$ cat src/rtl/tfe_pkg.sv
`timescale 1ns / 1ps
`default_nettype none

package tfe_pkg;

  // Field widths
  localparam int unsigned IdW      = 16;
  localparam int unsigned ReadingW = 32;
  localparam int unsigned ByteW    = 8;
  localparam int unsigned CfgIdxW  = 4;

  // Frame geometry
  localparam int unsigned FrameLen = 8;
  localparam int unsigned IdxW     = $clog2(FrameLen);
  localparam int unsigned PsumW    = ByteW + 1;
  localparam int unsigned SumW     = ByteW + 3;
  localparam int unsigned NumPsum  = FrameLen / 2;

  // Line coding bytes
  localparam logic [ByteW-1:0] FlagByte = 8'h7E;
  localparam logic [ByteW-1:0] EscByte  = 8'h7D;
  localparam logic [ByteW-1:0] EscFlag  = 8'h5E;
  localparam logic [ByteW-1:0] EscEsc   = 8'h5D;

  // Register reset values
  localparam logic [ByteW-1:0] DataHeaderRst    = 8'h10;
  localparam logic [ByteW-1:0] DiscardHeaderRst = 8'h00;

  typedef enum logic [CfgIdxW-1:0] {
    RegDataHeader    = 4'd0,
    RegDiscardHeader = 4'd1
  } cfg_reg_e;

  typedef logic [ByteW-1:0] byte_t;
  typedef byte_t [FrameLen-1:0] frame_t;

  // Frame bytes without checksum, plus pairwise sums
  typedef struct packed {
    frame_t                   bytes;
    logic [NumPsum-1:0][PsumW-1:0] psum;
  } s1_t;

  // Complete frame and per-byte escape flags
  typedef struct packed {
    frame_t              bytes;
    logic [FrameLen-1:0] esc;
  } s2_t;

endpackage

`default_nettype wire

$ cat src/rtl/tfe_intf.sv
`timescale 1ns / 1ps
`default_nettype none

// Sensor reading channel
interface tfe_sens_if;
  logic                          valid;
  logic                          ready;
  logic [tfe_pkg::IdW-1:0]       sensor_id;
  logic [tfe_pkg::ReadingW-1:0]  reading;

  modport source (output valid, sensor_id, reading, input ready);
  modport sink   (input valid, sensor_id, reading, output ready);
endinterface

// Line byte channel
interface tfe_line_if;
  logic                       valid;
  logic                       ready;
  logic [tfe_pkg::ByteW-1:0]  line_byte;
  logic                       last_byte;

  modport source (output valid, line_byte, last_byte, input ready);
  modport sink   (input valid, line_byte, last_byte, output ready);
endinterface

// Register write channel
interface tfe_cfg_if;
  logic                         valid;
  logic                         ready;
  logic [tfe_pkg::CfgIdxW-1:0]  reg_index;
  logic [tfe_pkg::ByteW-1:0]    wdata;

  modport source (output valid, reg_index, wdata, input ready);
  modport sink   (input valid, reg_index, wdata, output ready);
endinterface

`default_nettype wire

$ cat src/rtl/tfe_frame_stage.sv
`timescale 1ns / 1ps
`default_nettype none

module tfe_frame_stage (
  input  wire logic                          clk_i,
  input  wire logic                          rst_ni,
  input  wire logic                          in_valid_i,
  output logic                               in_ready_o,
  input  wire logic [tfe_pkg::IdW-1:0]       sensor_id_i,
  input  wire logic [tfe_pkg::ReadingW-1:0]  reading_i,
  input  wire logic [tfe_pkg::ByteW-1:0]     data_header_i,
  input  wire logic [tfe_pkg::ByteW-1:0]     discard_header_i,
  output logic                               out_valid_o,
  input  wire logic                          out_ready_i,
  output tfe_pkg::s1_t                       out_o
);
  import tfe_pkg::*;

  logic   valid_q, valid_d;
  logic   accept;
  logic   is_data;
  frame_t bytes;
  s1_t    data_d, data_q;

  assign in_ready_o = !valid_q || out_ready_i;
  assign accept     = in_valid_i && in_ready_o;
  assign is_data    = |sensor_id_i;

  // Lay out the frame: header, id and value little-endian, or zeros on discard
  always_comb begin
    bytes    = '0;
    bytes[0] = is_data ? data_header_i : discard_header_i;
    if (is_data) begin
      bytes[1] = sensor_id_i[7:0];
      bytes[2] = sensor_id_i[15:8];
      bytes[3] = reading_i[7:0];
      bytes[4] = reading_i[15:8];
      bytes[5] = reading_i[23:16];
      bytes[6] = reading_i[31:24];
    end
  end

  // Pairwise sums; the checksum slot is still zero
  always_comb begin
    data_d.bytes = bytes;
    for (int unsigned p = 0; p < NumPsum; p++) begin
      data_d.psum[p] = {1'b0, bytes[2*p]} + {1'b0, bytes[2*p+1]};
    end
  end

  assign valid_d = accept ? 1'b1 : (out_ready_i ? 1'b0 : valid_q);

  always_ff @(posedge clk_i or negedge rst_ni) begin
    if (!rst_ni) begin
      valid_q <= 1'b0;
    end else begin
      valid_q <= valid_d;
    end
  end

  always_ff @(posedge clk_i) begin
    if (accept) begin
      data_q <= data_d;
    end
  end

  assign out_valid_o = valid_q;
  assign out_o       = data_q;

endmodule

`default_nettype wire

$ cat src/rtl/tfe_check_stage.sv
`timescale 1ns / 1ps
`default_nettype none

module tfe_check_stage (
  input  wire logic          clk_i,
  input  wire logic          rst_ni,
  input  wire logic          in_valid_i,
  output logic               in_ready_o,
  input  wire tfe_pkg::s1_t  in_i,
  output logic               out_valid_o,
  input  wire logic          out_ready_i,
  output tfe_pkg::s2_t       out_o
);
  import tfe_pkg::*;

  logic            valid_q, valid_d;
  logic            accept;
  logic [SumW-1:0] sum;
  logic [SumW-1:0] folded;
  s2_t             data_d, data_q;

  assign in_ready_o = !valid_q || out_ready_i;
  assign accept     = in_valid_i && in_ready_o;

  // Sum the seven bytes and fold the high byte back in
  always_comb begin
    sum = '0;
    for (int unsigned p = 0; p < NumPsum; p++) begin
      sum = sum + {{(SumW-PsumW){1'b0}}, in_i.psum[p]};
    end
    folded = sum + {{(SumW-(SumW-ByteW)){1'b0}}, sum[SumW-1:ByteW]};
  end

  // Insert the checksum and flag every byte that needs an escape
  always_comb begin
    data_d.bytes               = in_i.bytes;
    data_d.bytes[FrameLen-1]   = ~folded[ByteW-1:0];
    for (int unsigned k = 0; k < FrameLen; k++) begin
      data_d.esc[k] = (data_d.bytes[k] == FlagByte) || (data_d.bytes[k] == EscByte);
    end
  end

  assign valid_d = accept ? 1'b1 : (out_ready_i ? 1'b0 : valid_q);

  always_ff @(posedge clk_i or negedge rst_ni) begin
    if (!rst_ni) begin
      valid_q <= 1'b0;
    end else begin
      valid_q <= valid_d;
    end
  end

  always_ff @(posedge clk_i) begin
    if (accept) begin
      data_q <= data_d;
    end
  end

  assign out_valid_o = valid_q;
  assign out_o       = data_q;

endmodule

`default_nettype wire

$ cat src/rtl/tfe_stuff_serial.sv
`timescale 1ns / 1ps
`default_nettype none

module tfe_stuff_serial (
  input  wire logic                       clk_i,
  input  wire logic                       rst_ni,
  input  wire logic                       in_valid_i,
  output logic                            in_ready_o,
  input  wire tfe_pkg::s2_t               in_i,
  output logic                            out_valid_o,
  input  wire logic                       out_ready_i,
  output logic [tfe_pkg::ByteW-1:0]       line_byte_o,
  output logic                            last_byte_o
);
  import tfe_pkg::*;

  logic                busy_q, busy_d;
  logic                phase_q, phase_d;
  logic [IdxW-1:0]     idx_q, idx_d;
  s2_t                 frame_q;
  byte_t               cur;
  logic                cur_esc;
  logic                at_end;
  logic                take;
  logic                done;
  logic                load;

  assign cur     = frame_q.bytes[idx_q];
  assign cur_esc = frame_q.esc[idx_q];
  assign at_end  = idx_q == IdxW'(FrameLen - 1);

  // Escape byte first, then the substitute; plain bytes go straight out
  always_comb begin
    if (phase_q) begin
      line_byte_o = (cur == FlagByte) ? EscFlag : EscEsc;
    end else begin
      line_byte_o = cur_esc ? EscByte : cur;
    end
  end

  assign last_byte_o = at_end && (phase_q || !cur_esc);
  assign out_valid_o = busy_q;

  assign take       = busy_q && out_ready_i;
  assign done       = take && last_byte_o;
  assign in_ready_o = !busy_q || done;
  assign load       = in_valid_i && in_ready_o;

  // Advance through the frame one line byte per taken item
  always_comb begin
    busy_d  = busy_q;
    phase_d = phase_q;
    idx_d   = idx_q;
    if (take) begin
      if (!phase_q && cur_esc) begin
        phase_d = 1'b1;
      end else begin
        phase_d = 1'b0;
        idx_d   = idx_q + 1'b1;
      end
      if (done) begin
        busy_d = 1'b0;
      end
    end
    if (load) begin
      busy_d  = 1'b1;
      phase_d = 1'b0;
      idx_d   = '0;
    end
  end

  always_ff @(posedge clk_i or negedge rst_ni) begin
    if (!rst_ni) begin
      busy_q  <= 1'b0;
      phase_q <= 1'b0;
      idx_q   <= '0;
    end else begin
      busy_q  <= busy_d;
      phase_q <= phase_d;
      idx_q   <= idx_d;
    end
  end

  always_ff @(posedge clk_i) begin
    if (load) begin
      frame_q <= in_i;
    end
  end

endmodule

`default_nettype wire

$ cat src/rtl/telemetry_frame_encoder.sv
`timescale 1ns / 1ps
`default_nettype none

// Channel   Dir  Payload                        Handshake
// sens_i    in   sensor_id[15:0], reading[31:0]  valid/ready
// line_o    out  line_byte[7:0], last_byte       valid/ready
// cfg_i     in   reg_index[3:0], wdata[7:0]      valid/ready, ready always high
//
// Three register stages: frame layout with pairwise sums, checksum and escape
// flags, then the line serialiser. Each reading passes the frame, check and
// serialiser registers before its first line byte and becomes 8 to 16 line
// bytes, sent one by one by the byte-wide serialiser. Reset clears all valid
// bits and restores both headers. A stall on line_o holds the serialiser and
// backs up the two stages ahead of it, which keep up to two further readings.

module telemetry_frame_encoder (
  input  wire logic  clk_i,
  input  wire logic  rst_ni,
  tfe_sens_if.sink   sens_i,
  tfe_line_if.source line_o,
  tfe_cfg_if.sink    cfg_i
);
  import tfe_pkg::*;

  byte_t data_header_q;
  byte_t discard_header_q;
  logic  s1_valid, s1_ready;
  s1_t   s1_data;
  logic  s2_valid, s2_ready;
  s2_t   s2_data;

  // Register writes; unknown indexes are dropped
  assign cfg_i.ready = 1'b1;

  always_ff @(posedge clk_i or negedge rst_ni) begin
    if (!rst_ni) begin
      data_header_q    <= DataHeaderRst;
      discard_header_q <= DiscardHeaderRst;
    end else if (cfg_i.valid) begin
      case (cfg_i.reg_index)
        RegDataHeader:    data_header_q    <= cfg_i.wdata;
        RegDiscardHeader: discard_header_q <= cfg_i.wdata;
        default: ;
      endcase
    end
  end

  tfe_frame_stage u_frame (
    .clk_i            (clk_i),
    .rst_ni           (rst_ni),
    .in_valid_i       (sens_i.valid),
    .in_ready_o       (sens_i.ready),
    .sensor_id_i      (sens_i.sensor_id),
    .reading_i        (sens_i.reading),
    .data_header_i    (data_header_q),
    .discard_header_i (discard_header_q),
    .out_valid_o      (s1_valid),
    .out_ready_i      (s1_ready),
    .out_o            (s1_data)
  );

  tfe_check_stage u_check (
    .clk_i       (clk_i),
    .rst_ni      (rst_ni),
    .in_valid_i  (s1_valid),
    .in_ready_o  (s1_ready),
    .in_i        (s1_data),
    .out_valid_o (s2_valid),
    .out_ready_i (s2_ready),
    .out_o       (s2_data)
  );

  tfe_stuff_serial u_serial (
    .clk_i       (clk_i),
    .rst_ni      (rst_ni),
    .in_valid_i  (s2_valid),
    .in_ready_o  (s2_ready),
    .in_i        (s2_data),
    .out_valid_o (line_o.valid),
    .out_ready_i (line_o.ready),
    .line_byte_o (line_o.line_byte),
    .last_byte_o (line_o.last_byte)
  );

`ifndef SYNTH
  // No flag byte ever reaches the line
  assert property (@(posedge clk_i) disable iff (!rst_ni)
    line_o.valid |-> line_o.line_byte != FlagByte)
    else $error("unescaped flag byte on line");

  // An escape byte is followed at once by its substitute
  assert property (@(posedge clk_i) disable iff (!rst_ni)
    (line_o.valid && line_o.ready && !line_o.last_byte && line_o.line_byte == EscByte)
    |=> (line_o.valid && (line_o.line_byte == EscFlag || line_o.line_byte == EscEsc)))
    else $error("escape byte without substitute");

  // A frame keeps its byte stream going until the marked byte
  assert property (@(posedge clk_i) disable iff (!rst_ni)
    (line_o.valid && line_o.ready && !line_o.last_byte) |=> line_o.valid)
    else $error("frame cut short");

  // A frame ahead of the serialiser waits until the last byte is taken
  assert property (@(posedge clk_i) disable iff (!rst_ni)
    (s2_valid && s2_ready && line_o.valid) |-> (line_o.ready && line_o.last_byte))
    else $error("serialiser reloaded mid-frame");
`endif

endmodule

`default_nettype wire

$ cat src/flat_wrapper.sv
// flat-port wrapper written by rule: the top's interface ports become plain ports
module telemetry_frame_encoder_flat import tfe_pkg::*;
  (clk_i, rst_ni, sens_i_valid, sens_i_sensor_id, sens_i_reading, sens_i_ready, line_o_valid, line_o_line_byte, line_o_last_byte, line_o_ready, cfg_i_valid, cfg_i_reg_index, cfg_i_wdata, cfg_i_ready);
  tfe_sens_if sens_i_i ();
  tfe_line_if line_o_i ();
  tfe_cfg_if cfg_i_i ();
  input  wire logic clk_i;
  input  wire logic rst_ni;
  input wire logic [$bits(sens_i_i.valid)-1:0] sens_i_valid;
  input wire logic [$bits(sens_i_i.sensor_id)-1:0] sens_i_sensor_id;
  input wire logic [$bits(sens_i_i.reading)-1:0] sens_i_reading;
  output wire logic [$bits(sens_i_i.ready)-1:0] sens_i_ready;
  output wire logic [$bits(line_o_i.valid)-1:0] line_o_valid;
  output wire logic [$bits(line_o_i.line_byte)-1:0] line_o_line_byte;
  output wire logic [$bits(line_o_i.last_byte)-1:0] line_o_last_byte;
  input wire logic [$bits(line_o_i.ready)-1:0] line_o_ready;
  input wire logic [$bits(cfg_i_i.valid)-1:0] cfg_i_valid;
  input wire logic [$bits(cfg_i_i.reg_index)-1:0] cfg_i_reg_index;
  input wire logic [$bits(cfg_i_i.wdata)-1:0] cfg_i_wdata;
  output wire logic [$bits(cfg_i_i.ready)-1:0] cfg_i_ready;
  assign sens_i_i.valid = sens_i_valid;
  assign sens_i_i.sensor_id = sens_i_sensor_id;
  assign sens_i_i.reading = sens_i_reading;
  assign sens_i_ready = sens_i_i.ready;
  assign line_o_valid = line_o_i.valid;
  assign line_o_line_byte = line_o_i.line_byte;
  assign line_o_last_byte = line_o_i.last_byte;
  assign line_o_i.ready = line_o_ready;
  assign cfg_i_i.valid = cfg_i_valid;
  assign cfg_i_i.reg_index = cfg_i_reg_index;
  assign cfg_i_i.wdata = cfg_i_wdata;
  assign cfg_i_ready = cfg_i_i.ready;
  telemetry_frame_encoder u_core (.clk_i(clk_i), .rst_ni(rst_ni), .sens_i(sens_i_i), .line_o(line_o_i), .cfg_i(cfg_i_i));
endmodule
$ cat config.mk
export PLATFORM = sky130hd
export DESIGN_NAME = telemetry_frame_encoder_flat
export DESIGN_NICKNAME = d
export VERILOG_FILES = /design/src/rtl/tfe_pkg.sv /design/src/rtl/tfe_intf.sv /design/src/rtl/tfe_frame_stage.sv /design/src/rtl/tfe_check_stage.sv /design/src/rtl/tfe_stuff_serial.sv /design/src/rtl/telemetry_frame_encoder.sv /design/src/flat_wrapper.sv
export SDC_FILE = /design/constraint.sdc
export NUM_CORES = 1
export LEC_CHECK = 0
export BUFFER_PORTS_ARGS = -buffer_cell sky130_fd_sc_hd__buf_2
export CAP_MARGIN = 40
export CORE_ASPECT_RATIO = 1.75
export CORE_MARGIN = 2
export CORE_UTILIZATION = 55
export CTS_BUF_LIST = sky130_fd_sc_hd__clkbuf_8 sky130_fd_sc_hd__clkbuf_16
export CTS_CLUSTER_DIAMETER = 200
export CTS_CLUSTER_SIZE = 8
export DETAILED_ROUTE_END_ITERATION = 7
export PLACE_DENSITY = 0.74
export SLEW_MARGIN = 10
export SYNTH_ARGS = -nofsm -noshare
export SYNTH_HDL_FRONTEND = slang
export SYNTH_SLANG_ARGS = --single-unit
$ cat constraint.sdc
create_clock -name clk_i -period 14.5 [get_ports clk_i]
set_input_delay 3.625 -clock clk_i [delete_from_list [all_inputs] [get_ports clk_i]]
set_output_delay 3.625 -clock clk_i [all_outputs]
set_load 0.05 [all_outputs]
=== Yosys cells after proc, flatten, opt, wreduce, memory -nomap -nowiden ===
Cells that the tools add are included.

* Logic and storage cells: 121
* Output and inout bits: 12
* Memory bits (writable): 0
* Memories: 0
* Bits in read-only memories: 0
* Bits in latches: 0
* Input bits: 65
* Flip-flop bits (word level): 250

* Add/subtract/negate cells: 8
* Divide/modulo/power cells: 0
* Muxes and demuxes: 22
* Magnitude comparators: 1
* Equality and inequality tests: 20
* Shift operators: 0
* Multipliers: 0
* Bitwise gates (word level): 1
* Reduce and logical (&&, ||, !) cells: 34

{| class="wikitable"
|+ Operator list
! operator !! number
|-
| $eq 8x7->1 const B || 17
|-
| $mux 40 || 1
|-
| $mux 8 || 4
|-
| $add 8x8->9 || 3
|-
| $bmux 8 s3 || 1
|-
| $reduce_or 16->1 || 1
|-
| $logic_or 1x1->1 || 12
|-
| $add 10x9->11 || 1
|-
| $add 11x8->11 || 1
|-
| $mux 1 || 11
|-
| $add 9x9->10 || 1
|-
| $mux 3 || 3
|-
| $add 8x3->8 || 1
|-
| $not 8->8 || 1
|-
| $reduce_and 2->1 || 4
|-
| $reduce_bool 2->1 || 4
|-
| $logic_and 1x1->1 || 7
|-
| $logic_not 1->1 || 5
|-
| $eq 4x1->1 const B || 1
|-
| $logic_not 4->1 || 1
|-
| $lt 3x4->1 const B || 1
|-
| $add 3x1->3 const B || 1
|-
| $bmux 1 s3 || 1
|-
| $eq 3x3->1 const B || 1
|-
| other kinds (2) || 2
|}

=== Longest topological paths before layout ===
Gate-level depths: netlist of run 1.

* Word-level depth: 11
* Mapped depth: 19
* Gate-level depth less buffers: 19

=== By module ===
A second synthesis of run 1 with hierarchy kept.

* Cells, all modules: 706
* Area, all modules: 11289.6 um^2

{| class="wikitable"
|+ By module, submodules not included
! module !! area an instance (um^2) !! cells each !! sequential area each (um^2) !! instances
|-
| tfe_frame_stage || 4055.1 || 296 || 2517.4 || 1
|-
| tfe_check_stage || 3458.3 || 228 || 2187.1 || 1
|-
| tfe_stuff_serial || 3093.0 || 144 || 2287.2 || 1
|-
| telemetry_frame_encoder || 683.2 || 38 || 401.6 || 1
|}

=== Worst setup path before layout of run 1 ===
OpenSTA, ideal clock, no wires.

* Path type: input port to flip-flop
* Start: input port line_o_ready
* End: register u_core.u_frame.data_q, in the netlist u_core.u_frame.out_o[0] (enable)
* Slack: 3775 ps
* Path buffers: 0
* Stages on the path: 4
* Data required time: 13848 ps
* Arrival time: 10073 ps
* Setup time: 652 ps
* Cell sequence: and2_1 nand2_1 and3_1 a21boi_0

* Word-level cells in the longest chain between the ends: 6

{| class="wikitable"
|+ RTL lines
! what !! RTL line !! text
|-
| start, declared || flat_wrapper.sv:16 || <nowiki>input wire logic [$bits(line_o_i.ready)-1:0] line_o_ready;</nowiki>
|-
| $logic_and 1x1->1 || tfe_stuff_serial.sv:44 || <nowiki>assign take = busy_q && out_ready_i;</nowiki>
|-
| $logic_and 1x1->1 || tfe_stuff_serial.sv:45 || <nowiki>assign done = take && last_byte_o;</nowiki>
|-
| $logic_or 1x1->1 || tfe_stuff_serial.sv:46 || <nowiki>assign in_ready_o = !busy_q || done;</nowiki>
|-
| $logic_or 1x1->1 || tfe_check_stage.sv:22 || <nowiki>assign in_ready_o = !valid_q || out_ready_i;</nowiki>
|-
| $logic_or 1x1->1 || tfe_frame_stage.sv:25 || <nowiki>assign in_ready_o = !valid_q || out_ready_i;</nowiki>
|-
| $logic_and 1x1->1 || tfe_frame_stage.sv:26 || <nowiki>assign accept = in_valid_i && in_ready_o;</nowiki>
|-
| named net u_core.u_frame.accept || tfe_frame_stage.sv:20 || <nowiki>logic accept;</nowiki>
|-
| end signal, assigned || tfe_frame_stage.sv:63 || <nowiki>data_q <= data_d;</nowiki>
|-
| end, declared || tfe_frame_stage.sv:23 || <nowiki>s1_t data_d, data_q;</nowiki>
|}

The timed path passes the listed nets, and every way through them passes these cells.
A chain may end at the register's enable or synchronous reset.

=== Worst setup path after layout of run 1 ===
* Start: input port line_o_ready
* End: output port sens_i_ready

* Word-level cells in the longest chain between the ends: 5

{| class="wikitable"
|+ RTL lines
! what !! RTL line !! text
|-
| $logic_and 1x1->1 || tfe_stuff_serial.sv:44 ||
|-
| $logic_and 1x1->1 || tfe_stuff_serial.sv:45 ||
|-
| $logic_or 1x1->1 || tfe_stuff_serial.sv:46 ||
|-
| $logic_or 1x1->1 || tfe_check_stage.sv:22 ||
|-
| $logic_or 1x1->1 || tfe_frame_stage.sv:25 ||
|-
| end, declared || flat_wrapper.sv:12 || <nowiki>output wire logic [$bits(sens_i_i.ready)-1:0] sens_i_ready;</nowiki>
|}

No other way between the ends.

==> results by group, run 1 <==
Outcome
  – Status: completed

STA
  – Slew margin rel.: between 40 and 50%
  – Final worst path period need: roughly 8.2 ns
  – Period utilization: 56.9%
  – Setup TNS: 0 ns
  – Worst Tran Pin Value: between 0.8 and 0.9 ns
  – Final Hold Viols: 0
  – Final WS setup: about 6.3 ns
  – Peak Freq: 0.121 GHz
  – Fin. max-slew vios: 0
  – RSZ-0062 raised after global routing: false
  – Final Setup Violations: 0
  – Worst Skew: 0.0154 ns

Setup path
  – Slowest cell delay on critical path: approximately 0.34 ns
  – Worst-path fanout max: 5
  – Required time worst endpoint: 10.88 ns
  – Crit end category: output pin
  – CP Cell Sequence: buf_2 > and2_1 > nand2_1 > and3_1 > nand2_1 > buf_2
  – Worst path slowest cell: and3_1
  – Crit path DAT: 4.62 ns
  – Crit path kind: in2out
  – Startpoint types: input port

Global route
  – Initial antenna violation count: 0
  – Vias in the first global route: 6185
  – First-pass GRT wire length: between 30000 and 40000 um
  – Largest net degree at the start of global routing: 73
  – GRT Util Overall: about a fifth
  – Grt total ovfl: 0

Run
  – Max-cap viol count: 0

Cells and area
  – Antenna Cells: 0
  – Area Growth Syn to Fin: 15.6%
  – Fin util: 64.6%
  – Area of the multi-input gates: between 3000 and 4000 um^2
  – Fillers: 1398
  – Share of cells above drive strength 1: ~22%
  – Nets: 912
  – FF/Latch Area: 7390 um^2

Clock tree
  – Root buffer cell: clkbuf_16
  – Setup bufs post-CTS: 0
  – Clk_lat worst skew: 0.49 ns
  – H-tree Lvls: 2
  – CTS Buffer Depth: 3
  – # hold bufs at CTS: 0
  – CTS tree: built
  – Post-cts resize count: 0
  – Clock slew at reported path FFs: 0.05 ns
  – CTS Sinks: 250
  – Inserted Clock Buffers: 37

Synthesis
  – Count leader, synth: edfxtp_1
  – Avg Synthesized Cell Area: 15.8 um^2
  – Compound-gate portion of the synthesized area: 4.00%
  – Asr flop ratio synth: 9.20%
  – Cell taking the most area after synthesis: edfxtp_1
  – Synth Area in Simple Gates: 7.29%
  – Yosys warning count: 0
  – Mux contribution to synthesized area: 6.73%
  – Number of flops mapped to enable cells by yosys: 227
  – Yosys cell types: 47
  – Synth Cell Area: 10900 um^2
  – Synthesized instance count: 693
  – #FFs+latches synth: 250
  – Share of the synthesized area in the top cell type: 62.4%
  – Syn nets: 819
  – Adder-cell share of the synthesized area: 8.43%
  – Synth top area cells: edfxtp_1, dfrtp_1, ha_1, fa_1, mux4_2
  – Synth top cells by count: edfxtp_1, inv_1, ha_1, and2_1, xnor2_1
  – Top_reg_cell synth: edfxtp_1
  – Register area share after synthesis: 67.7%
  – Largest family of logic cells by synthesized area: adder cells
  – Synth Area in XOR/XNOR: 2.97%

Power
  – Worst IR Drop VDD: 0.133 mV
  – Pwr dens: 166 nW/um^2
  – Leak: 4.75 nW

Detailed routing
  – Via Count: 5783
  – Antenna Nets Post-Route: 0
  – 1st-pass router iterations: 4
  – DRC errors left: 0
  – Initial DRC Count: slightly below 300
  – Routed wire length per instance: around 19 um
  – Vias/cell: 5.52
  – WL final: about 20000 um

Floorplanning
  – Core Rows: slightly below 70
  – Core box area: around 20000 um^2
  – Chip height: approximately 190 um
  – Initial Utilization: 55.8%
  – IO Count: 77
  – Die ar.: 21100 um^2
  – Die Wd: roughly 110 um

Placed design
  – Port bufs: 75
  – Gpl congestion: just under 0.9
  – Pre-CTS setup slack: 6.27 ns
  – Hpwl dp: 14700 um

Min path
  – Worst min path class: reg2reg
==> path summary, 6_finish.rpt <==
path / startpoint / end / slack, ns / depth (start not counted)
max: line_o_ready / sens_i_ready / 6.25 / 6
min: u_core.u_check.out_o[20] / u_core.u_serial.frame_q[20] / 0.41 / 0
max reg2reg: u_core.u_frame.out_o[1] / u_core.u_check.out_o[7] / 9.21 / 19
min reg2reg: u_core.u_check.out_o[20] / u_core.u_serial.frame_q[20] / 0.41 / 0
max in group asynchronous: rst_ni / u_core.data_header_q[6] / 10.97 / 1
min in group asynchronous: rst_ni / u_core.u_frame.out_valid_o / 3.13 / 1
==> logic make-up (layout without fill, tap and decap cells) <==
kind of cell    Yosys count  count (layout)
compound gates           71              71
xor+xnor                 37              37
fa+ha+maj                61              61
buf+inv                  82             191
flops                   250             250
mux                      48              48
other cells               1               1
simple gates            143             143
==> stage by stage <==
step                instance area, um^2  std cells  hold slack, ns  total power (W)
global placement                  11600        990           0.406          0.00134
finish                            12600       1047           0.412          0.00210
global route                      12600       1047           0.416          0.00219
CTS                               12600       1047           0.413          0.00211
floorplan                         10900        693           0.400          0.00124
detailed placement                11600        992           0.405          0.00136
==> worst max-delay path: cells and delay by family <==
family | cells | cell delay (ns)
buf+inv | 2 | 0.33
simple gates | 4 | 0.66
==> layout make-up <==
cell class              count  share of cell area (%)
repair buffers             82                    3.53
flip-flops and latches    250                    58.5
inverters                  54                    1.60
clock buffers              38                    7.53
well taps                 245                    2.43
multi-input cells         361                    25.6
clock inverters            17                   0.772
==> layer usage <==
metal  GRT usage [%]  vias to the layer above  part of all wire, %
li1                -                     2740                    -
met1            21.5                     2839                   36
met2            37.2                      143                   56
met3            2.77                       61                  3.3
met4            9.95                        0                  4.8
met5               0                        -                    0
==> placed cells by master (no fill, tap or decap), types with 2 or more instances in the layout <==
master / instances
mux4_2: 18
dfrtp_1: 22
nand2_1: 27
xor2_1: 5
mux2_2: 24
inv_1: 68
and3_1: 2
and2_1: 33
nand4b_1: 3
buf_2: 76
o21ai_0: 19
o21bai_1: 2
a22oi_1: 3
nand4_1: 10
a21o_1: 10
a211oi_1: 4
nor4_1: 7
clkbuf_16: 38
buf_4: 5
nand3_1: 4
a21oi_1: 22
o41ai_1: 4
fa_1: 21
o21a_1: 2
nand2b_1: 6
edfxtp_1: 227
mux2i_1: 6
nor2b_1: 6
nor3_1: 7
nor3b_1: 2
ha_1: 40
xnor2_1: 32
nor4b_1: 7
nor2_1: 22
==> registers in the layout (all words and copies together) (netlist names) <==
signal                       cells
u_core.u_serial.phase_q          1
u_core.discard_header_q          8
u_core.u_serial.frame_q         72
u_core.u_serial.out_valid_o      1
u_core.data_header_q             8
u_core.u_frame.out_valid_o       1
u_core.u_frame.out_o            83
u_core.u_check.out_o            72
u_core.u_check.out_valid_o       1
u_core.u_serial.idx_q            3
==> report_power, final <==
| group | internal (W) | switching, W |
|---|---|---|
| Combinational | 0.000189 | 0.000268 |
| Clock | 0.000467 | 0.000282 |
| Sequential | 0.000853 | 0.0000366 |
| Total | 0.00151 | 0.000586 |
No activity file was read; power rests on OpenSTA's default activity.
==> run 2: changes to the inputs <==
--- a/config.mk
+++ b/config.mk
@@ -5,6 +5,7 @@
 export SDC_FILE = /design/constraint.sdc
 export NUM_CORES = 1
 export LEC_CHECK = 0
+export ABC_AREA = 1
 export BUFFER_PORTS_ARGS = -buffer_cell sky130_fd_sc_hd__buf_2
 export CAP_MARGIN = 40
 export CORE_ASPECT_RATIO = 1.75
@@ -14,7 +15,7 @@
 export CTS_CLUSTER_DIAMETER = 200
 export CTS_CLUSTER_SIZE = 8
 export DETAILED_ROUTE_END_ITERATION = 7
-export PLACE_DENSITY = 0.74
+export PLACE_DENSITY = 0.77
 export SLEW_MARGIN = 10
 export SYNTH_ARGS = -nofsm -noshare
 export SYNTH_HDL_FRONTEND = slang
==> constraint.sdc (replaced) <==
create_clock -name clk_i -period 6.8 [get_ports clk_i]
set_input_delay 1.7 -clock clk_i [delete_from_list [all_inputs] [get_ports clk_i]]
set_output_delay 1.7 -clock clk_i [all_outputs]
set_load 0.05 [all_outputs]
==> run 2 against run 1 <==
  * Sequential cell count unchanged
  * Worst setup slack worse by 4.2 ns
  * Combinational power rose to 5.7 times the previous value
  * Total power rose to 3.1 times the previous value
  * Cell count up 20%
  * Global-route usage up 3.3 points
  * Wire length up 19%
  * Via count up 19%
  * Highest routed layer unchanged
==> results by group, run 2 <==
Cells and area
  – Most common cell after layout, fill and taps aside: edfxtp_1
  – Leading cell types in the layout, fill and taps excluded: edfxtp_1, inv_1, nand2_1
  – Nets: 1122 (+23%)
  – Area Growth Syn to Fin: 14.1%
  – Antenna Cells: 0 (unchanged)
  – Largest register FFs: 83 (unchanged)
  – Share of cells above drive strength 1: 14.2% (-7.4 points)

Floorplanning
  – Initial Utilization: 56.2% (+0.36 points)
  – IO Count: 77 (unchanged)
  – Die Wd: 112 um (+0.94%)
  – Core Rows: 68 (unchanged)
  – Core box area: 19800 um^2 (+1.3%)
  – Chip height: 192 um (+0.95%)
  – Die ar.: 21500 um^2 (+1.9%)

STA
  – Final Hold Viols: 0 (unchanged)
  – Period utilization: 69.6%
  – Worst Tran Pin Value: 0.716 ns (-0.146 ns)
  – RSZ-0062 raised after global routing: false
  – Slew margin rel.: 51.8% (+9.3 points)
  – Worst Skew: 0.0178 ns (+0.00247 ns)
  – Final Setup Violations: 0 (unchanged)
  – Setup TNS: 0 ns (unchanged)
  – Peak Freq: 0.211 GHz
  – Final worst path period need: 4.73 ns
  – Fin. max-slew vios: 0 (unchanged)

Synthesis
  – Mux contribution to synthesized area: 0.0898% (-6.6 points)
  – Cell taking the most area after synthesis: edfxtp_1
  – Synth Cell Area: 11100 um^2 (+2.0%)
  – Largest family of logic cells by synthesized area: simple AND/OR/NAND/NOR gates
  – Compound-gate portion of the synthesized area: 6.31% (+2.3 points)
  – Synth top cells by count: edfxtp_1, inv_1, nand2_1, nor2_1, o21ai_0
  – Syn nets: 1037 (+27%)
  – Top_reg_cell synth: edfxtp_1
  – Asr flop ratio synth: 9.20% (unchanged)
  – Register area share after synthesis: 66.4% (-1.3 points)
  – Share of the synthesized area in the top cell type: 61.2% (-1.2 points)
  – Avg Synthesized Cell Area: 12.2 um^2 (-22%)
  – Yosys cell types: 41 (-13%)
  – Synth Area in XOR/XNOR: 2.12% (-0.84 points)
  – Synth top area cells: edfxtp_1, dfrtp_1, inv_1, ha_1, nand2_1
  – Synth Area in Simple Gates: 10.6% (+3.3 points)
  – Yosys warning count: 0 (unchanged)
  – Number of flops mapped to enable cells by yosys: 227 (unchanged)
  – #FFs+latches synth: 250 (unchanged)
  – Count leader, synth: edfxtp_1
  – Adder-cell share of the synthesized area: 8.27% (-0.16 points)
  – Synthesized instance count: 911 (+31%)

Placed design
  – Hpwl dp: 17100 um (+16%)
  – Gpl congestion: 0.936 (+5.3%)
  – Port bufs: 75 (unchanged)

Clock tree
  – Post-cts resize count: 0 (unchanged)
  – CTS Buffer Depth: 3 (unchanged)
  – H-tree Lvls: 2 (unchanged)
  – Setup bufs post-CTS: 0 (unchanged)
  – CTS tree: built
  – Clock slew at reported path FFs: 0.05 ns (about the same)
  – Root buffer cell: clkbuf_16
  – # hold bufs at CTS: 0 (unchanged)
  – Inserted Clock Buffers: 37 (unchanged)
  – Clk_lat worst skew: 0.51 ns (+0.02 ns)
  – CTS Sinks: 250 (unchanged)

Power
  – Pwr dens: 516 nW/um^2 (+210%)
  – Worst IR Drop VDD: 0.391 mV (+200%)
  – Tot Pwr: 0.00656 W (+210%)
  – Leak: 5.31 nW (+12%)

Detailed routing
  – WL final: 23900 um (+19%)
  – 1st-pass router iterations: 6 (+2)
  – DRC errors left: 0 (unchanged)
  – Antenna Nets Post-Route: 0 (unchanged)
  – Via Count: 6859 (+19%)
  – Vias/cell: 5.47 (-0.97%)
  – Initial DRC Count: 513 (+74%)
  – Routed wire length per instance: 19.1 um (-0.82%)

Setup path
  – Required time worst endpoint: 5.10 ns (-5.78 ns)
  – Crit end category: output pin
  – Crit path kind: reg2out
  – Worst-path fanout max: 40 (+35)
  – Crit path DAT: 3.03 ns (-1.59 ns)
  – Startpoint types: flip-flop

Global route
  – Vias in the first global route: 6990 (+13%)
  – Initial antenna violation count: 0 (unchanged)
  – Grt total ovfl: 0 (unchanged)
  – Largest net degree at the start of global routing: 60 (-18%)
  – GRT Util Overall: 23.0% (+3.3 points)
  – First-pass GRT wire length: 36900 um (+15%)

Outcome
  – Status: completed

Min path
  – Worst min path class: reg2reg

Run
  – Max-cap viol count: 0 (unchanged)
==> run 2: changes by cell type after synthesis, sizes merged, moves of 14 or more <==
cell    before  now
mux2        24    0
inv         54  141
and2        34    3
nor2        22   88
mux4        18    0
xnor2       32    8
o211ai       0   14
nand3        4   29
xor2         5   19
o21ai       19   65
nand2       27  125
==> run 2: where the power goes <==
group	internal (W)	switching (W)
logic	0.000880	0.00172
clock network	0.000970	0.000609
registers	0.00222	0.000163
==> run 2: cells by family (layout without fill, tap and decap cells) <==
group / Yosys count / in the layout
xor gates and xnor gates: 27 / 27
adders and majority gates: 61 / 61
buffers and inverters: 175 / 273
and+or+nand+nor: 271 / 271
muxes: 1 / 1
DFF: 250 / 250
AOI/OAI and AO/OA: 125 / 125
other: 1 / 1
==> run 2: cell type report <==
| cell class | instances | area (um^2) |
|---|---|---|
| Fill cell | 1467 | 7110 |
| Tap cell | 245 | 307 |
| Inverter | 141 | 529 |
| Sequential cell | 250 | 7390 |
| Clock buffer | 37 | 926 |
| Clock inverter | 15 | 91.3 |
| Multi-Input combinational cell | 486 | 3050 |
| Timing Repair Buffer | 80 | 413 |
==> run 2: stage by stage <==
stage	std cells	setup WS, ns	area (um^2)	util, %	hold WS (ns)
2_1_floorplan	911	2.40	11100	-	0.400
3_3_place_gp	1202	1.72	11700	59.0	0.401
3_5_place_dp	1202	1.65	11700	59.0	0.405
4_1_cts	1254	2.06	12700	64.1	0.415
5_1_grt	1254	1.70	12700	64.1	0.418
6_report	1254	2.07	12700	64.1	0.412
==> run 2: worst paths after layout <==
check	cells after the start	slack, ns	end	startpoint
worst max-delay path	10	2.07	line_o_line_byte[1]	u_core.u_serial.idx_q[0]
worst min-delay path	0	0.41	u_core.u_serial.frame_q[42]	u_core.u_check.out_o[42]
worst max register to register	22	2.16	u_core.u_check.out_o[7]	u_core.u_frame.out_o[13]
max in group asynchronous	1	5.19	u_core.u_frame.out_valid_o	rst_ni
worst min register to register	0	0.41	u_core.u_serial.frame_q[42]	u_core.u_check.out_o[42]
min in group asynchronous	1	1.20	u_core.discard_header_q[1]	rst_ni
==> run 2: routing by layer <==
| metal | part of all wire [%] | up-vias | wire, um | global-route usage [%] |
|---|---|---|---|---|
| li1 | - | 3252 | - | - |
| met1 | 33 | 3263 | 7960 | 22.7 |
| met2 | 56 | 261 | 13400 | 44.4 |
| met3 | 4.0 | 83 | 956 | 2.70 |
| met4 | 6.9 | 0 | 1660 | 15.4 |
| met5 | 0 | - | 0 | 0 |
==> run 2: critical path: stages (launching register included) <==
cell and delay [ns]:
dfrtp_1 0.32, buf_4 0.38, inv_2 0.36, o21ai_1 0.40, o21ai_1 0.16, mux2i_1 0.22, nand3_1 0.12, nor2_2 0.12
nand3_1 0.09, nand2_1 0.07, buf_2 0.25
==> run 3: changes to the inputs <==
--- a/config.mk
+++ b/config.mk
@@ -15,7 +15,7 @@
 export CTS_CLUSTER_DIAMETER = 200
 export CTS_CLUSTER_SIZE = 8
 export DETAILED_ROUTE_END_ITERATION = 7
-export PLACE_DENSITY = 0.77
+export PLACE_DENSITY = 0.74
 export SLEW_MARGIN = 10
 export SYNTH_ARGS = -nofsm -noshare
 export SYNTH_HDL_FRONTEND = slang
==> constraint.sdc (replaced) <==
create_clock -name clk_i -period 4.5 [get_ports clk_i]
set_input_delay 1.125 -clock clk_i [delete_from_list [all_inputs] [get_ports clk_i]]
set_output_delay 1.125 -clock clk_i [all_outputs]
set_load 0.05 [all_outputs]
==> run 3 against run 2 <==
  * Via count decreased by 1.5%
  * Worst setup slack got worse by 1.9 ns
  * Sequential share of layout area decreased by 0.87 points
  * Worst hold slack got worse by 0.0021 ns
==> results by group, run 3 (same netlist as run 2, synthesis figures left out) <==
Setup path
  – CP Depth: 20 (+10)
  – Worst-path fanout max: 3 (-93%)
  – CP Cell Sequence: inv_1 > fa_1 > fa_1 > inv_1 > ha_1 > fa_2 > nand4_1 > o211ai_1 > a21o_1 > a21oi_2 > xor2_2 > fa_2 > a21oi_2 > nor2_1 > nand3_1 > nor2_1 > o21bai_1 > nand2_1 > nand3_1 > nor2_1
  – Delay-heaviest family, CP: adder cells
  – Startpoint types: flip-flop
  – Crit path DAT: 4.64 ns (+1.61 ns)
  – Slowest cell delay on critical path: 0.52 ns (+0.12 ns)
  – Worst R2R Path Depth: 20 (-9.1%)
  – Bufs and invs on worst path: 2 (-1)
  – Crit path kind: reg2reg
  – Crit end category: flip-flop
  – CP most frequent cell: nor2_1
  – Required time worst endpoint: 4.84 ns (-0.26 ns)
  – Worst path slowest cell: fa_1

Placed design
  – Gpl congestion: 0.885 (-5.5%)
  – Post-placement cell area: 11800 um^2 (+0.47%)
  – Port bufs: 75 (unchanged)
  – Hpwl dp: 16600 um (-2.9%)
  – Dpl cells: 1206 (+0.33%)

Floorplanning
  – Die Wd: 112 um (unchanged)
  – Core Rows: 68 (unchanged)
  – IO Count: 77 (unchanged)
  – Initial Utilization: 56.2% (unchanged)
  – Chip height: 192 um (unchanged)
  – Core box area: 19800 um^2 (unchanged)
  – Die ar.: 21500 um^2 (unchanged)

Cells and area
  – Nets: 1126 (+0.36%)
  – Area Growth Syn to Fin: 15.8%
  – Fillers: 1434 (-2.2%)
  – Antenna Cells: 0 (unchanged)
  – Finished Layout Cells: 1274 (+1.6%)
  – Largest register FFs: 83 (unchanged)
  – Most common cell after layout, fill and taps aside: edfxtp_1
  – Leading cell types in the layout, fill and taps excluded: edfxtp_1, inv_1, nand2_1
  – Fin area: 12900 um^2 (+1.5%)
  – Share of cells above drive strength 1: 15.4% (+1.2 points)

STA
  – Final worst path period need: 4.30 ns
  – Period utilization: 95.5%
  – Worst Tran Pin Value: 0.870 ns (+0.153 ns)
  – Hold WS: 0.410 ns (-0.00205 ns)
  – Setup TNS: 0 ns (unchanged)
  – Final Setup Violations: 0 (unchanged)
  – Peak Freq: 0.233 GHz
  – Slew margin rel.: 42.0% (-9.7 points)
  – Fin. max-slew vios: 0 (unchanged)
  – Final Hold Viols: 0 (unchanged)
  – Worst Skew: 0.0179 ns (+0.0000532 ns)

Global route
  – Largest net degree at the start of global routing: 73 (+22%)
  – First-pass GRT wire length: 36100 um (-2.2%)
  – Grt total ovfl: 0 (unchanged)
  – Initial antenna violation count: 0 (unchanged)
  – GRT Util Overall: 22.4% (-0.61 points)
  – Vias in the first global route: 7054 (+0.92%)

Clock tree
  – CTS tree: built
  – # hold bufs at CTS: 0 (unchanged)
  – Root buffer cell: clkbuf_16
  – H-tree Lvls: 2 (unchanged)
  – CTS Sinks: 250 (unchanged)
  – Clk_lat worst skew: 0.49 ns (-0.02 ns)
  – Clock slew at reported path FFs: 0.05 ns (about the same)
  – CTS Buffer Depth: 3 (unchanged)
  – Inserted Clock Buffers: 37 (unchanged)

Power
  – Pwr dens: 794 nW/um^2 (+54%)
  – Leak: 5.44 nW (+2.4%)
  – Worst IR Drop VDD: 0.484 mV (+24%)

Detailed routing
  – 1st-pass router iterations: 5 (-1)
  – WL final: 23300 um (-2.6%)
  – Initial DRC Count: 347 (-32%)
  – Routed wire length per instance: 18.3 um (-4.1%)
  – Via Count: 6754 (-1.5%)
  – DRC errors left: 0 (unchanged)
  – Vias/cell: 5.30 (-3.1%)
  – Antenna Nets Post-Route: 0 (unchanged)

Run
  – Max-cap viol count: 0 (unchanged)

Min path
  – Cells on Worst Hold Path: 0 (unchanged)
  – Worst min path class: reg2reg

Outcome
  – Status: completed
-- run 3: cell types whose count changed in the layout (fill, tap and decap cells not counted), moves of 2 or more --
| cell | delta |
|---|---|
| a21oi_2 | +2 |
| buf_12 | +2 |
| inv_1 | +16 |
| a21oi_1 | -2 |
| buf_4 | +2 |
| fa_2 | +2 |
| ha_1 | -3 |
| clkbuf_16 | +2 |
| clkinv_8 | -2 |
| fa_1 | -2 |
| ha_4 | +2 |
-- run 3: repair_timing --
item / CTS / global route
setup buffers: 0 / 0
resized for setup: 0 / 13
setup endpoints to repair: 0 / 5
-- run 3: per-layer routing --
layer | track usage, % | wire, um | up-vias
met3 | 2.48 | 906 | 69
met2 | 44.2 | 13200 | 210
met5 | 0 | 0 | -
met1 | 21.5 | 7640 | 3205
li1 | - | - | 3270
met4 | 14.7 | 1530 | 0
-- run 3: worst paths after layout --
| check | slack (ns) | endpoint | from |
|---|---|---|---|
| worst max-delay path | 0.20 | u_core.u_check.out_o[7] | u_core.u_frame.out_o[19] |
| worst min-delay path | 0.41 | u_core.u_serial.frame_q[56] | u_core.u_check.out_o[56] |
| worst max register to register | 0.20 | u_core.u_check.out_o[7] | u_core.u_frame.out_o[19] |
| worst min register to register | 0.41 | u_core.u_serial.frame_q[56] | u_core.u_check.out_o[56] |
| max in group asynchronous | 3.45 | u_core.data_header_q[2] | rst_ni |
| min in group asynchronous | 0.65 | u_core.data_header_q[7] | rst_ni |
-- run 3: final cells by class --
| class | instances | area [um^2] | area share (%) |
|---|---|---|---|
| clock inverters | 29 | 119 | 0.921 |
| inverters | 141 | 529 | 4.10 |
| well taps | 245 | 307 | 2.37 |
| flip-flops and latches | 250 | 7390 | 57.3 |
| multi-input cells | 486 | 3120 | 24.1 |
| clock buffers | 39 | 976 | 7.56 |
| repair buffers | 84 | 468 | 3.63 |
-- run 3: power by group --
group | internal, W | switching, W | leakage (nW) | total [W]
clock network | 0.00155 | 0.000931 | 0.633 | 0.00248
logic | 0.00147 | 0.00273 | 2.44 | 0.00420
registers | 0.00335 | 0.000223 | 2.37 | 0.00357
-- run 3: stage by stage --
step / worst slack (ns) / utilization, % / power [W]
detailed placement: 0.180 / 59.3 / 0.00746
global placement: 0.342 / 59.3 / 0.00731
finish: 0.204 / 65.1 / 0.0102
global route: -0.0172 / 65.1 / 0.0109
floorplan: 0.523 / - / 0.00651
CTS: 0.0354 / 64.8 / 0.0100
